## src/hdl/dts_pkg.sv

```systemverilog
// ============================================================================
// dts_pkg - shared types and constants for the DMA transfer splitter
// Sequencer state encoding, compare flags and chunk sizing helpers.
// ============================================================================
`timescale 1ns / 1ps
`default_nettype none

package dts_pkg;

    // chunk length width on the result side
    localparam int CHUNK_W = 32;

    // doubleword and burst geometry, in bytes
    localparam int DWORD_BYTES  = 8;
    localparam int HALF_BURST   = 16;
    localparam int BURST_LOG2   = 5;
    localparam int OFFSET_W     = 3;

    localparam logic [CHUNK_W-1:0] CHUNK_MAX = '1;

    // one-hot sequencer states
    typedef enum logic [7:0] {
        ST_IDLE   = 8'b0000_0001,
        ST_AFLUSH = 8'b0000_0010,
        ST_APIECE = 8'b0000_0100,
        ST_CLASS  = 8'b0000_1000,
        ST_WHOLE  = 8'b0001_0000,
        ST_SPLIT  = 8'b0010_0000,
        ST_TAIL   = 8'b0100_0000,
        ST_DONE   = 8'b1000_0000
    } state_t;

    // flags from the shared subtractor
    typedef struct packed {
        logic borrow;
        logic zero;
    } cmp_t;

    // half the top power of two of a sub-burst residue (valid for 9..31)
    function automatic logic [BURST_LOG2-1:0] half_top_pow(
        input logic [BURST_LOG2-1:0] v
    );
        logic [BURST_LOG2-1:0] p;
        begin
            if (v[4])
            begin
                p = 5'd8;
            end
            else if (v[3])
            begin
                p = 5'd4;
            end
            else
            begin
                p = 5'd0;
            end
            return p;
        end
    endfunction

endpackage

`default_nettype wire

```

## src/hdl/dts_sub_unit.sv

```systemverilog
// ============================================================================
// dts_sub_unit - shared length subtractor
// Remaining length minus a piece size, with borrow and zero flags.
// ============================================================================
`timescale 1ns / 1ps
`default_nettype none

module dts_sub_unit #(
    parameter int W = 24
) (
    input  wire logic [W-1:0] a,
    input  wire logic [W-1:0] b,
    output logic [W-1:0]      diff,
    output dts_pkg::cmp_t     cmp
);

    logic [W:0] wide;

    assign wide       = {1'b0, a} - {1'b0, b};
    assign diff       = wide[W-1:0];
    assign cmp.borrow = wide[W];
    assign cmp.zero   = (wide[W-1:0] == '0);

endmodule

`default_nettype wire

```

## src/hdl/dma_transfer_splitter.sv

```systemverilog
// ============================================================================
// dma_transfer_splitter - scatter-gather segment to device chunk splitter
// Takes one segment length per beat and emits the device-side chunks it
// causes. A segment is accepted in idle, then the sequencer takes one
// step per phase (open-chunk flush, misalignment piece, classify, 32-byte
// multiple, one step per power-of-two piece plus one for the remainder,
// tail, final release), with the shared subtractor and at most one chunk
// produced per step; a stalled result channel adds cycles. s_tready is high
// only while the sequencer is idle.
// Chunks are held one deep so the last chunk of a segment can be marked
// (m_tlast); the last chunk of a segment with s_tlast set carries
// transfer_end. Clean segments (8, 16 or a multiple of 32 bytes on an aligned
// address) merge into an open chunk that saturates at all ones and reports
// overflow when it leaves. start_offset is written on the cfg channel while
// idle (cfg_ready follows s_tready) and also reloads the running doubleword
// offset.
// ============================================================================
`timescale 1ns / 1ps
`default_nettype none

module dma_transfer_splitter #(
    parameter int SEGMENT_LENGTH_BITS = 24,
    localparam int S_TDATA_W = ((SEGMENT_LENGTH_BITS + 7) / 8) * 8
) (
    input  wire logic                 clk,
    input  wire logic                 rst_n,

    // configuration: start_offset
    input  wire logic                 cfg_valid,
    output logic                      cfg_ready,
    input  wire logic [2:0]           cfg_data,

    // segment beats
    input  wire logic                 s_tvalid,
    output logic                      s_tready,
    input  wire logic [S_TDATA_W-1:0] s_tdata,   // [0+:SEGMENT_LENGTH_BITS] segment_length
    input  wire logic                 s_tlast,   // is_last

    // chunk beats
    output logic                      m_tvalid,
    input  wire logic                 m_tready,
    output logic [31:0]               m_tdata,   // [31:0] chunk_length
    output logic                      m_tlast,   // run_last
    output logic [1:0]                m_tuser    // [0] transfer_end, [1] overflow
);

    localparam int LW = SEGMENT_LENGTH_BITS;
    localparam int CW = dts_pkg::CHUNK_W;
    localparam int OW = dts_pkg::OFFSET_W;
    localparam int BL = dts_pkg::BURST_LOG2;

    // ---------------------------------------------------------------- state
    dts_pkg::state_t state_reg, state_next;

    logic [OW-1:0] start_reg, start_next;
    logic [OW-1:0] align_reg, align_next;
    logic [CW-1:0] open_reg, open_next;
    logic          sat_reg, sat_next;

    // per-segment working registers
    logic [LW-1:0] len_reg, len_next;
    logic          last_reg, last_next;
    logic [OW-1:0] seg_lo_reg, seg_lo_next;

    // one-deep hold so the final chunk of a segment can be tagged
    logic          hold_valid_reg, hold_valid_next;
    logic [CW-1:0] hold_len_reg, hold_len_next;
    logic          hold_ovf_reg, hold_ovf_next;

    // result register
    logic          out_valid_reg, out_valid_next;
    logic [CW-1:0] out_len_reg, out_len_next;
    logic          out_last_reg, out_last_next;
    logic          out_end_reg, out_end_next;
    logic          out_ovf_reg, out_ovf_next;

    // ------------------------------------------------------- shared unit
    logic [OW:0]   piece;       // bytes up to the next doubleword boundary
    logic [BL-1:0] split_p;     // next power-of-two piece of the residue
    logic [LW-1:0] sub_b;
    logic [LW-1:0] sub_diff;
    dts_pkg::cmp_t sub_cmp;

    assign piece   = (OW+1)'(dts_pkg::DWORD_BYTES) - {1'b0, align_reg};
    assign split_p = dts_pkg::half_top_pow(len_reg[BL-1:0]);

    dts_sub_unit #(
        .W (LW)
    ) u_sub (
        .a    (len_reg),
        .b    (sub_b),
        .diff (sub_diff),
        .cmp  (sub_cmp)
    );

    // --------------------------------------------------------- sequencer
    logic          awkward;     // length that can't merge into a burst
    logic [CW:0]   merge_sum;
    logic [CW-1:0] cand_len;    // chunk produced by this step, zero = none
    logic          cand_ovf;
    logic          can_move;    // result register free this cycle
    logic          advance;

    assign awkward = (len_reg[BL-1:0] != '0)
                  && (len_reg != LW'(dts_pkg::HALF_BURST))
                  && (len_reg != LW'(dts_pkg::DWORD_BYTES));

    assign merge_sum = {1'b0, open_reg} + (CW+1)'(len_reg);
    assign can_move  = !out_valid_reg || m_tready;

    always_comb
    begin
        state_next  = state_reg;
        start_next  = start_reg;
        align_next  = align_reg;
        open_next   = open_reg;
        sat_next    = sat_reg;
        len_next    = len_reg;
        last_next   = last_reg;
        seg_lo_next = seg_lo_reg;
        sub_b       = LW'(piece);
        cand_len    = '0;
        cand_ovf    = 1'b0;

        case (state_reg)
            dts_pkg::ST_IDLE:
            begin
                if (s_tvalid)
                begin
                    len_next    = s_tdata[LW-1:0];
                    last_next   = s_tlast;
                    seg_lo_next = s_tdata[OW-1:0];
                    state_next  = dts_pkg::ST_AFLUSH;
                end
            end
            dts_pkg::ST_AFLUSH:
            begin
                // misaligned start closes whatever is open
                if (align_reg != '0)
                begin
                    cand_len   = open_reg;
                    cand_ovf   = sat_reg;
                    open_next  = '0;
                    sat_next   = 1'b0;
                    state_next = dts_pkg::ST_APIECE;
                end
                else
                begin
                    state_next = dts_pkg::ST_CLASS;
                end
            end
            dts_pkg::ST_APIECE:
            begin
                sub_b = LW'(piece);
                if (!sub_cmp.borrow && !sub_cmp.zero)
                begin
                    cand_len = CW'(piece);
                    len_next = sub_diff;
                end
                else
                begin
                    // whole segment fits before the boundary
                    if (last_reg)
                    begin
                        open_next = CW'(len_reg);
                        sat_next  = 1'b0;
                    end
                    else
                    begin
                        cand_len = CW'(len_reg);
                    end
                    len_next = '0;
                end
                state_next = dts_pkg::ST_CLASS;
            end
            dts_pkg::ST_CLASS:
            begin
                if (awkward)
                begin
                    cand_len   = open_reg;
                    cand_ovf   = sat_reg;
                    open_next  = '0;
                    sat_next   = 1'b0;
                    state_next = dts_pkg::ST_WHOLE;
                end
                else
                begin
                    if (merge_sum[CW])
                    begin
                        open_next = dts_pkg::CHUNK_MAX;
                        sat_next  = 1'b1;
                    end
                    else
                    begin
                        open_next = merge_sum[CW-1:0];
                    end
                    state_next = dts_pkg::ST_TAIL;
                end
            end
            dts_pkg::ST_WHOLE:
            begin
                cand_len   = CW'({len_reg[LW-1:BL], {BL{1'b0}}});
                len_next   = LW'(len_reg[BL-1:0]);
                state_next = dts_pkg::ST_SPLIT;
            end
            dts_pkg::ST_SPLIT:
            begin
                sub_b = LW'(split_p);
                if (len_reg > LW'(dts_pkg::DWORD_BYTES))
                begin
                    cand_len = CW'(split_p);
                    len_next = sub_diff;
                end
                else
                begin
                    if (len_reg != '0)
                    begin
                        if (last_reg)
                        begin
                            open_next = CW'(len_reg);
                            sat_next  = 1'b0;
                        end
                        else
                        begin
                            cand_len = CW'(len_reg);
                        end
                    end
                    state_next = dts_pkg::ST_TAIL;
                end
            end
            dts_pkg::ST_TAIL:
            begin
                align_next = align_reg + seg_lo_reg;
                if (last_reg)
                begin
                    cand_len   = open_reg;
                    cand_ovf   = sat_reg;
                    open_next  = '0;
                    sat_next   = 1'b0;
                    align_next = start_reg;
                end
                state_next = dts_pkg::ST_DONE;
            end
            dts_pkg::ST_DONE:
            begin
                state_next = dts_pkg::ST_IDLE;
            end
            default:
            begin
                state_next = dts_pkg::ST_IDLE;
            end
        endcase

        // a step that would push the hold into a full result register waits
        if (state_reg == dts_pkg::ST_DONE)
        begin
            advance = !hold_valid_reg || can_move;
        end
        else
        begin
            advance = !((cand_len != '0) && hold_valid_reg && !can_move);
        end

        if (!advance)
        begin
            state_next  = state_reg;
            align_next  = align_reg;
            open_next   = open_reg;
            sat_next    = sat_reg;
            len_next    = len_reg;
            last_next   = last_reg;
            seg_lo_next = seg_lo_reg;
        end

        // config writes land while idle
        if (cfg_valid && cfg_ready)
        begin
            start_next = cfg_data;
            align_next = cfg_data;
        end
    end

    // ------------------------------------------------- hold and result
    always_comb
    begin
        hold_valid_next = hold_valid_reg;
        hold_len_next   = hold_len_reg;
        hold_ovf_next   = hold_ovf_reg;
        out_valid_next  = out_valid_reg && !m_tready;
        out_len_next    = out_len_reg;
        out_last_next   = out_last_reg;
        out_end_next    = out_end_reg;
        out_ovf_next    = out_ovf_reg;

        if (advance)
        begin
            if (state_reg == dts_pkg::ST_DONE)
            begin
                // release the last chunk of the segment
                if (hold_valid_reg)
                begin
                    out_valid_next  = 1'b1;
                    out_len_next    = hold_len_reg;
                    out_ovf_next    = hold_ovf_reg;
                    out_last_next   = 1'b1;
                    out_end_next    = last_reg;
                    hold_valid_next = 1'b0;
                end
            end
            else if (cand_len != '0)
            begin
                if (hold_valid_reg)
                begin
                    out_valid_next = 1'b1;
                    out_len_next   = hold_len_reg;
                    out_ovf_next   = hold_ovf_reg;
                    out_last_next  = 1'b0;
                    out_end_next   = 1'b0;
                end
                hold_valid_next = 1'b1;
                hold_len_next   = cand_len;
                hold_ovf_next   = cand_ovf;
            end
        end
    end

    // ------------------------------------------------------- registers
    always_ff @(posedge clk or negedge rst_n)
    begin
        if (!rst_n)
        begin
            state_reg      <= dts_pkg::ST_IDLE;
            start_reg      <= '0;
            align_reg      <= '0;
            open_reg       <= '0;
            sat_reg        <= 1'b0;
            hold_valid_reg <= 1'b0;
            out_valid_reg  <= 1'b0;
        end
        else
        begin
            state_reg      <= state_next;
            start_reg      <= start_next;
            align_reg      <= align_next;
            open_reg       <= open_next;
            sat_reg        <= sat_next;
            hold_valid_reg <= hold_valid_next;
            out_valid_reg  <= out_valid_next;
        end
    end

    always_ff @(posedge clk)
    begin
        len_reg      <= len_next;
        last_reg     <= last_next;
        seg_lo_reg   <= seg_lo_next;
        hold_len_reg <= hold_len_next;
        hold_ovf_reg <= hold_ovf_next;
        out_len_reg  <= out_len_next;
        out_last_reg <= out_last_next;
        out_end_reg  <= out_end_next;
        out_ovf_reg  <= out_ovf_next;
    end

    // ----------------------------------------------------------- ports
    assign cfg_ready = (state_reg == dts_pkg::ST_IDLE);
    assign s_tready  = (state_reg == dts_pkg::ST_IDLE);
    assign m_tvalid  = out_valid_reg;
    assign m_tdata   = out_len_reg;
    assign m_tlast   = out_last_reg;
    assign m_tuser   = {out_ovf_reg, out_end_reg};

    // ------------------------------------------------------ assertions
    // nothing may sit in the hold between segments
    assert property (@(posedge clk) disable iff (!rst_n)
        s_tready |-> !hold_valid_reg)
        else $error("chunk left in hold while idle");

    // transfer end only on the closing chunk of a segment
    assert property (@(posedge clk) disable iff (!rst_n)
        (m_tvalid && m_tuser[0]) |-> m_tlast)
        else $error("transfer_end without run_last");

    // zero-length pieces are never emitted
    assert property (@(posedge clk) disable iff (!rst_n)
        m_tvalid |-> (m_tdata != '0))
        else $error("zero-length chunk emitted");

endmodule

`default_nettype wire

```

## config.mk

```make
export PLATFORM = sky130hd
export DESIGN_NAME = dma_transfer_splitter
export DESIGN_NICKNAME = d
export VERILOG_FILES = /design/src/hdl/dts_pkg.sv /design/src/hdl/dts_sub_unit.sv /design/src/hdl/dma_transfer_splitter.sv
export SDC_FILE = /design/constraint.sdc
export NUM_CORES = 1
export LEC_CHECK = 0
export ABC_CLOCK_PERIOD_IN_PS = 7650
export BUFFER_PORTS_ARGS = -buffer_cell sky130_fd_sc_hd__buf_2
export CORE_ASPECT_RATIO = 1.2
export CORE_MARGIN = 2
export CORE_UTILIZATION = 30
export CTS_BUF_LIST = sky130_fd_sc_hd__clkbuf_4 sky130_fd_sc_hd__clkbuf_8
export DETAILED_ROUTE_END_ITERATION = 8
export PLACE_DENSITY = 0.47
export SYNTH_ARGS = -nofsm -noshare
export SYNTH_HDL_FRONTEND = slang
export SYNTH_HIERARCHICAL = 1
export SYNTH_SLANG_ARGS = --single-unit
```

## constraint.sdc

```tcl
create_clock -name clk -period 7.65 [get_ports clk]
set_input_delay 0.3825 -clock clk [delete_from_list [all_inputs] [get_ports clk]]
set_output_delay 0.3825 -clock clk [all_outputs]
set_load 0.03 [all_outputs]
```

==> reports/results.ini, run 1 <==
[clocking]
htreeDepth=4
clk_pin_slew_ns=0.09
cts_buffers=17
clkLatencyLatePin_ns=0.49
cts_tree=yes
cts_buffer_depth=2
cts_sinks=145
cts_root_buf=clkbuf_8

[global_routing]
grt_usage=0.165
grt_pass1_vias=7460
grt_first_pass_wirelength_mm=41.2
grt_max_degree=50
grt_remaining_overflow=0
antenna_found_initial=0

[detailed_routing]
vias_per_cell=5.23
post-route-drc-count=0
wl_mm=25.8
drtAntennaViolNets=0
dr.pass1.iters=5
drt-initial-drc-count=529
num_vias=7496
wire_per_inst_um=18.0

[cells_and_area]
seq_area_sq_mm=0.00411
num_antenna_cells=0
fillers=3136
nets=1111
drive_gt1_frac=0.156
syn2layout_area_growth_pct=14.3
multi_input_area_sq_mm=0.00503
post_layout_nonfiller_instances=1433

[sta]
finalSetupViolCount=0
slew_headroom=0.231
fmax_mhz=140
finalCritPeriodShare=0.934
drv_slew=0
tightest_slew_ns=1.15
min_period_ns=7.15
setup_ws_ns=0.502
rsz0062_at_grt=false
final-hold-violation-count=0
setup-tns-final_ns=0
skew_ns=0.0167

[yosys]
synth_ff_type=edfxtp_1
synth.most_common_cell=edfxtp_1
synth.area.top_cells=edfxtp_1, dfrtp_1, ha_1
async_reset_ff_frac=0.338
netlist.area_leader.share=0.307
synth_edf_count=96
synth.avg_cell_area_sq_um=9.98
synth_top_area_cell=edfxtp_1
syn-cell-area_sq_mm=0.00938
synth-seq-cells=145
synth_commonest_cells=edfxtp_1, nand2_1, nor2_1
syn_inst=940
synth_cell_type_count=87
ys_seq_area_frac=0.438
yosysWarningCount=6

[setup_path]
critPathArrivalTime_ns=7.34
r2r_cells=26
slowest_stage=or4_1
start_kind=flop
crit_required_ns=7.85
worstSetupPathType=flop to flop
r2r-start=state_reg[6]
crit_path_end_kind=flop
crit_fanout=19
ff2ff_setup_slack_ns=0.50
r2r-end=len_reg[13]
cp_slowest_stage_delay_ns=0.52

[placement]
dp_slack_ns=0.431
place_congestion=0.875
detailed_place_hpwl_mm=19.1
port_buffers=70
dp.cells=1397

[run]
maxCapViolations=0

[floorplan]
start_util=0.306
die_h_um=198
core_sq_mm=0.0307
die_x_um=165
fp-row-count=70
ios=71
die-area_sq_mm=0.0327

[status]
status=completed

[worst_hold_path]
hp-class=primary input to async pin

==> through the flow <==
step	hold WS, ns	cell area, sq um	util
after floorplan	0.0869	9450	-
after global placement	0.401	10300	0.335
after detailed placement	0.405	10300	0.335
after CTS	0.0260	10700	0.349
after global routing	0.0448	10700	0.350
final	0.00932	10700	0.350
==> critical path: cells and delay by family, from the launching register on <==
kind	cells	cell delay, ns
AO/OA/AOI/OAI	9	2.03
adder cells (fa/ha/maj)	1	0.34
buffers and inverters	3	0.42
flip-flops	1	0.49
AND/OR/NAND/NOR	13	3.58
==> how the worst max path moves through the flow <==
stage | slack, ns | end | startpoint
after floorplan | 0.38 | hold_len_reg[0] | state_reg[1]
after global placement | 0.55 | len_reg[13] | state_reg[1]
final | 0.50 | len_reg[13] | state_reg[6]
after CTS | 0.39 | len_reg[13] | state_reg[1]
after global routing | 0.04 | len_reg[4] | state_reg[5]
after detailed placement | 0.43 | len_reg[13] | state_reg[1]
==> area by class of cell <==
type,count,share of cell area
clock buffer,20,0.0245
clock inverter,12,0.0146
inverter,47,0.0165
multi-input combinational,726,0.469
sequential,145,0.383
tap,396,0.0462
timing repair buffer,87,0.0457
==> logic make-up after synthesis <==
group / count (synthesis) / share of synthesized area
AO/OA/AOI/OAI: 300 / 0.228
XOR/XNOR: 43 / 0.0401
adder cells (fa/ha/maj): 54 / 0.0744
buffers and inverters: 88 / 0.0391
flip-flops: 145 / 0.438
multiplexers: 5 / 0.00574
other: 1 / 0.000400
AND/OR/NAND/NOR: 304 / 0.174
==> cell usage in the layout, fill, tap and decap left out, types with 4 or more instances in the layout <==
cell type	n
a22o_1	45
xor2_1	18
a211oi_1	9
nand2b_1	5
o21ai_0	50
o21a_1	12
nor2b_1	11
and3_1	9
o31ai_1	6
nor4_1	10
nand4_1	12
a21o_1	24
ha_1	51
a31o_2	4
a21oi_1	53
o22a_1	4
or4_1	7
inv_1	47
nor3_1	14
and2_1	23
nor2_1	62
buf_2	70
edfxtp_1	96
dfrtp_1	48
or3_1	7
or2_2	4
nor4_2	6
buf_4	16
conb_1	20
xnor2_1	25
o2111ai_1	4
nand2_1	90
a31oi_1	31
o211ai_1	8
o21bai_1	4
clkbuf_8	18
nand3_1	14
==> layer usage <==
layer  global-route usage  part of all wire  wire [um]
met2                0.280              0.50      12900
met3               0.0235             0.038        987
met5                    0                 0          0
met4               0.0524             0.018        461
met1                0.215              0.45      11500
==> what timing repair did <==
| action | CTS | global route |
|---|---|---|
| hold buffers | 0 | 0 |
| endpoints found under the setup margin | 0 | 57 |
| resized for setup | 0 | 1 |
| setup buffers | 0 | 4 |
Power of run 1 is not shown: default switching activity piles up to over one toggle a cycle in this logic, so the estimate is an artifact.
==> run 2: changes to the inputs <==
--- a/config.mk
+++ b/config.mk
@@ -9,10 +9,10 @@
 export BUFFER_PORTS_ARGS = -buffer_cell sky130_fd_sc_hd__buf_2
 export CORE_ASPECT_RATIO = 1.2
 export CORE_MARGIN = 2
-export CORE_UTILIZATION = 30
+export CORE_UTILIZATION = 39
 export CTS_BUF_LIST = sky130_fd_sc_hd__clkbuf_4 sky130_fd_sc_hd__clkbuf_8
 export DETAILED_ROUTE_END_ITERATION = 8
-export PLACE_DENSITY = 0.47
+export PLACE_DENSITY = 0.58
 export SYNTH_ARGS = -nofsm -noshare
 export SYNTH_HDL_FRONTEND = slang
 export SYNTH_HIERARCHICAL = 1
==> reports/results.ini, run 2 (synthesized netlist as in run 1, its figures left out) <==
[floorplan]
start_util=0.394  ; +0.0879
die_x_um=146  ; -12%
die_h_um=174  ; -12%
ios=71  ; unchanged
die-area_sq_mm=0.0253  ; -23%
fp-row-count=62  ; -11%
core_sq_mm=0.0238  ; -22%

[global_routing]
antenna_found_initial=0  ; unchanged
grt_remaining_overflow=0  ; unchanged
grt_pass1_vias=7347  ; -1.5%
grt_first_pass_wirelength_mm=38.6  ; -6.5%
grt_max_degree=50  ; unchanged
grt_usage=0.191  ; +0.0265

[sta]
min_period_ns=7.27  ; +0.126 ns
final-hold-violation-count=0  ; unchanged
finalCritPeriodShare=0.951  ; +0.0164
tightest_slew_ns=1.08  ; -0.0747 ns
skew_ns=0.0192  ; +0.00249 ns
finalSetupViolCount=0  ; unchanged
rsz0062_at_grt=false
fmax_mhz=137  ; -1.7%
slew_headroom=0.281  ; +0.0498
drv_slew=0  ; unchanged
setup-tns-final_ns=0  ; unchanged

[clocking]
cts_root_buf=clkbuf_8
cts_buffers=17  ; unchanged
cts_tree=yes
cts_buffer_depth=2  ; unchanged
htreeDepth=4  ; unchanged
clk_pin_slew_ns=0.10  ; about the same
holdBufCountCts=0  ; unchanged
clkLatencyLatePin_ns=0.47  ; -0.02 ns
cts_sinks=145  ; unchanged

[placement]
detailed_place_hpwl_mm=17.5  ; -8.1%
dp.cells=1318  ; -5.7%
place_congestion=0.898  ; +2.7%
port_buffers=70  ; unchanged

[cells_and_area]
num_antenna_cells=0  ; unchanged
final_common_cell=edfxtp_1
nets=1105  ; -0.54%
multi_input_area_sq_mm=0.00503  ; about the same
fillers=2343  ; -25%
syn2layout_area_growth_pct=12.8
drive_gt1_frac=0.153  ; -0.00297
post_layout_nonfiller_instances=1351  ; -5.7%
final_cell_mix=edfxtp_1, nand2_1, buf_2
seq_area_sq_mm=0.00411  ; unchanged

[detailed_routing]
drt-initial-drc-count=534  ; +0.95%
post-route-drc-count=0  ; unchanged
vias_per_cell=5.55  ; +6.0%
dr.pass1.iters=5  ; unchanged
drtAntennaViolNets=0  ; unchanged
wl_mm=24.1  ; -6.8%
num_vias=7493  ; -0.040%
wire_per_inst_um=17.8  ; -1.2%

[setup_path]
crit_required_ns=7.80  ; -0.05 ns
cp_slowest_stage_delay_ns=0.52  ; about the same
crit_path_end_kind=flop
crit_fanout=19  ; unchanged
worstSetupPathType=flop to flop
slowest_stage=or4_1
start_kind=flop
critPathArrivalTime_ns=7.42  ; +0.08 ns

[worst_hold_path]
hp-class=primary input to async pin

[status]
status=completed

[run]
maxCapViolations=0  ; unchanged

## run 2: cell types whose count changed in the layout (fill, tap and decap cells not counted), sizes merged
cell    before  now
buf         87   81
inv         51   56
clkbuf      20   17
clkinv       4    2
## run 2: metal layers
layer,wire length (um),part of all wire,global-route usage,up-vias
li1,-,-,-,3693
met1,10700,0.45,0.245,3574
met2,12000,0.50,0.332,188
met3,829,0.034,0.0247,38
met4,528,0.022,0.0682,0
met5,0,0,0,-
## run 2: final cells by class
type	instances	area share
Clock buffer	17	0.0221
Inverter	47	0.0167
Clock inverter	15	0.0181
Tap cell	320	0.0378
Sequential cell	145	0.388
Multi-Input combinational cell	726	0.476
Timing Repair Buffer	81	0.0413
## run 2: stage by stage
step	util	hold slack, ns	setup slack [ns]	cell area (sq um)
after global routing	0.444	0.0604	0.00209	10600
after global placement	0.425	0.401	0.330	10100
after floorplan	-	0.0869	0.378	9450
final	0.444	0.0193	0.377	10600
after CTS	0.443	0.0389	0.160	10600
after detailed placement	0.425	0.405	0.230	10100
## run 2: worst max-delay path, delay by kind of cell, from the launching register on
| kind | cells | cell delay [ns] |
|---|---|---|
| buffers and inverters | 2 | 0.27 |
| AO/OA/AOI/OAI | 9 | 1.98 |
| AND/OR/NAND/NOR | 13 | 3.85 |
| adder cells (fa/ha/maj) | 1 | 0.33 |
| flip-flops | 1 | 0.49 |
## run 2: path summary, 6_finish.rpt
| check | endpoint | startpoint | slack, ns | depth (start not counted) |
|---|---|---|---|---|
| setup / recovery | len_reg[20] | state_reg[6] | 0.38 | 25 |
| hold reg to reg | m_tdata[6] | hold_len_reg[6] | 0.42 | 0 |
| setup reg to reg | len_reg[20] | state_reg[6] | 0.38 | 25 |
| hold / removal | state_reg[1] | rst_n | 0.02 | 2 |
| max in group asynchronous | open_reg[8] | rst_n | 7.12 | 2 |
| min in group clk | last_reg | s_tlast | 0.08 | 1 |
## run 2: timing repair
item | CTS | global route
endpoints found under the hold margin | 0 | 0
endpoints found under the setup margin | 0 | 90
buffers inserted | 0 | 1
gates resized for setup | 0 | 5
Power of run 2 is left out for the same reason.
==> run 3: changes to the inputs <==
--- a/config.mk
+++ b/config.mk
@@ -5,14 +5,16 @@
 export SDC_FILE = /design/constraint.sdc
 export NUM_CORES = 1
 export LEC_CHECK = 0
+export ABC_AREA = 1
 export ABC_CLOCK_PERIOD_IN_PS = 7650
-export BUFFER_PORTS_ARGS = -buffer_cell sky130_fd_sc_hd__buf_2
+export BUFFER_PORTS_ARGS = -buffer_cell sky130_fd_sc_hd__buf_4
 export CORE_ASPECT_RATIO = 1.2
 export CORE_MARGIN = 2
 export CORE_UTILIZATION = 39
 export CTS_BUF_LIST = sky130_fd_sc_hd__clkbuf_4 sky130_fd_sc_hd__clkbuf_8
 export DETAILED_ROUTE_END_ITERATION = 8
-export PLACE_DENSITY = 0.58
+export PLACE_DENSITY = 0.57
+export SKIP_CTS_REPAIR_TIMING = 1
 export SYNTH_ARGS = -nofsm -noshare
 export SYNTH_HDL_FRONTEND = slang
 export SYNTH_HIERARCHICAL = 1
==> reports/results.ini, run 3 <==
[status]
status=finished, violations left
violations=hold timing

[yosys]
syn_inst=1575  ; +68%
synth_top_family_by_area=simple AND/OR/NAND/NOR gates
synth_edf_count=96  ; unchanged
synth_commonest_cells=nand2_1, inv_1, nand3_1
ys_seq_area_frac=0.372  ; -0.0664
yosysWarningCount=6  ; unchanged
synth_ff_type=edfxtp_1
netlist.area_leader.share=0.261  ; -0.0466
synthAdderAreaFrac=0.0631  ; -0.0113
synth_compound_area_frac=0.0973  ; -0.131
synthMuxAreaShare=0  ; -0.00574
synth.avg_cell_area_sq_um=7.02  ; -30%
synth_top_area_cell=edfxtp_1
synth-simple-area-share=0.339  ; +0.166
synth_cell_type_count=54  ; -38%
synth-seq-cells=145  ; unchanged
syn-cell-area_sq_mm=0.0111  ; +18%
synth.area.top_cells=edfxtp_1, nand2_1, dfrtp_1
async_reset_ff_frac=0.338  ; unchanged
synth-xor-area-share=0.0151  ; -0.0251
synth.most_common_cell=nand2_1

[clocking]
cts_root_buf=clkbuf_8
cts_buffer_depth=2  ; unchanged
cts_buffers=17  ; unchanged
clk_pin_slew_ns=0.09  ; about the same
cts_sinks=145  ; unchanged
cts_tree=yes
htreeDepth=4  ; unchanged
clkLatencyLatePin_ns=0.47  ; about the same

[detailed_routing]
wire_per_inst_um=17.2  ; -3.2%
vias_per_cell=5.17  ; -6.8%
drt-initial-drc-count=895  ; +68%
num_vias=10500  ; +41%
dr.pass1.iters=6  ; +1
post-route-drc-count=0  ; unchanged
wl_mm=35.1  ; +46%
drtAntennaViolNets=0  ; unchanged

[setup_path]
worstSetupPathType=flop to flop
crit_top_cell=nand2_1
crit_fanout=13  ; -6
cp_slowest_stage_delay_ns=0.71  ; +0.19 ns
critPathArrivalTime_ns=6.85  ; -0.57 ns
crit_path_end_kind=flop
start_kind=flop
crit_required_ns=7.75  ; -0.05 ns
slowest_stage=nor3_1

[sta]
whs_ns=-0.0388  ; -0.0581 ns
setup-tns-final_ns=0  ; unchanged
skew_ns=0.0200  ; +0.000882 ns
finalSetupViolCount=0  ; unchanged
min_period_ns=6.75  ; -0.520 ns
final-hold-violation-count=32  ; +32
finalCritPeriodShare=0.883  ; -0.0680
drv_slew=0  ; unchanged
slew_headroom=0.257  ; -0.0242
setup_ws_ns=0.897  ; +0.520 ns
fmax_mhz=148  ; +7.7%
rsz0062_at_grt=false
tightest_slew_ns=1.11  ; +0.0353 ns

[power]
peakVddDrop_mv=0.338
leakage_uw=0.00640
power.density_mw_per_mm2=447

[global_routing]
grt_first_pass_wirelength_mm=55.0  ; +43%
grt_use_met3=0.0299  ; +0.00523
busiest_layer=met2
grt_pass1_vias=10000  ; +36%
grt_use_met1=0.282  ; +0.0367
grt_max_degree=50  ; unchanged
grt_usage=0.242  ; +0.0504
grtUsageMet2=0.440  ; +0.108
antenna_found_initial=0  ; unchanged
grt_remaining_overflow=0  ; unchanged

[cells_and_area]
seq_area_sq_mm=0.00411  ; unchanged
syn2layout_area_growth_pct=12.5
fillers=2922  ; +25%
num_antenna_cells=0  ; unchanged
drive_gt1_frac=0.105  ; -0.0484
design_area_sq_mm=0.0124  ; +18%
nets=1733  ; +57%
final_common_cell=nand2_1
multi_input_area_sq_mm=0.00579  ; +15%
final_cell_mix=nand2_1, inv_1, nand3_1

[run]
maxCapViolations=0  ; unchanged

[placement]
dp_slack_ns=1.05  ; +0.818 ns
detailed_place_hpwl_mm=26.8  ; +53%
port_buffers=70  ; unchanged
dpl_cell_area_sq_mm=0.0120  ; +18%
place_congestion=0.957  ; +6.6%

[floorplan]
start_util=0.396  ; +0.00221
die_h_um=188  ; +8.4%
die-area_sq_mm=0.0297  ; +17%
ios=71  ; unchanged
fp-row-count=67  ; +8.1%
die_x_um=158  ; +8.3%
core_sq_mm=0.0279  ; +17%

[worst_hold_path]
hp-class=primary input to async pin

==> run 3: cell count changes after synthesis, moves of 28 or more <==
cell	previous run	this run
nor2_1	63	119
a22o_1	45	2
a31oi_1	31	3
inv_1	47	251
nand2_1	90	469
nand3_1	14	143
o21ai_0	50	100
nand4_1	12	43
==> run 3: kinds of logic after synthesis <==
logic type               count (synthesis)
AND/OR/NAND/NOR                        848
AO/OA/AOI/OAI                          193
other                                    1
XOR/XNOR                                19
buffers and inverters                  315
adder cells (fa/ha/maj)                 54
flip-flops                             145
==> run 3: critical path: cells and delay by family (launching register included) <==
kind	cells	cell delay [ns]
and+or+nand+nor	27	4.72
adders and majority gates	2	0.66
DFF	1	0.43
AOI/OAI and AO/OA	1	0.15
buffers and inverters	4	0.41
==> run 3: per-layer routing <==
| metal | vias up | part of all wire |
|---|---|---|
| met5 | - | 0 |
| met3 | 82 | 0.049 |
| met1 | 4859 | 0.39 |
| li1 | 5236 | - |
| met2 | 360 | 0.52 |
| met4 | 0 | 0.039 |
==> run 3: area by class of cell <==
| class | count | share of cell area |
|---|---|---|
| Clock buffer | 17 | 0.0188 |
| Clock inverter | 15 | 0.0184 |
| Inverter | 269 | 0.0812 |
| Multi-Input combinational cell | 1134 | 0.465 |
| Sequential cell | 145 | 0.330 |
| Tap cell | 379 | 0.0381 |
| Timing Repair Buffer | 79 | 0.0477 |
==> run 3: stage by stage <==
step,instances,util,total power [uW]
after global placement,2006,0.429,4840
after CTS,2038,0.446,5580
final,2038,0.446,5560
after global routing,2038,0.446,6010
after detailed placement,2006,0.429,4840
after floorplan,1594,-,3860
==> run 3: final timing paths <==
check / cells past startpoint / from / to / slack (ns)
worst max-delay path: 34 / state_reg[1] / len_reg[0] / 0.90
worst min-delay path: 1 / rst_n / open_reg[24] / -0.04
worst max register to register: 34 / state_reg[1] / len_reg[0] / 0.90
worst min register to register: 0 / hold_len_reg[20] / m_tdata[20] / 0.42
max in group asynchronous: 1 / rst_n / hold_valid_reg / 7.19
min in group clk: 1 / s_tlast / last_reg / 0.09
==> run 3: power by group <==
part	total [uW]	switching [uW]	internal, uW
Clock	724	331	393
Sequential	1730	328	1400
Combinational	3110	2200	909
(Power assumes the default switching activity.)
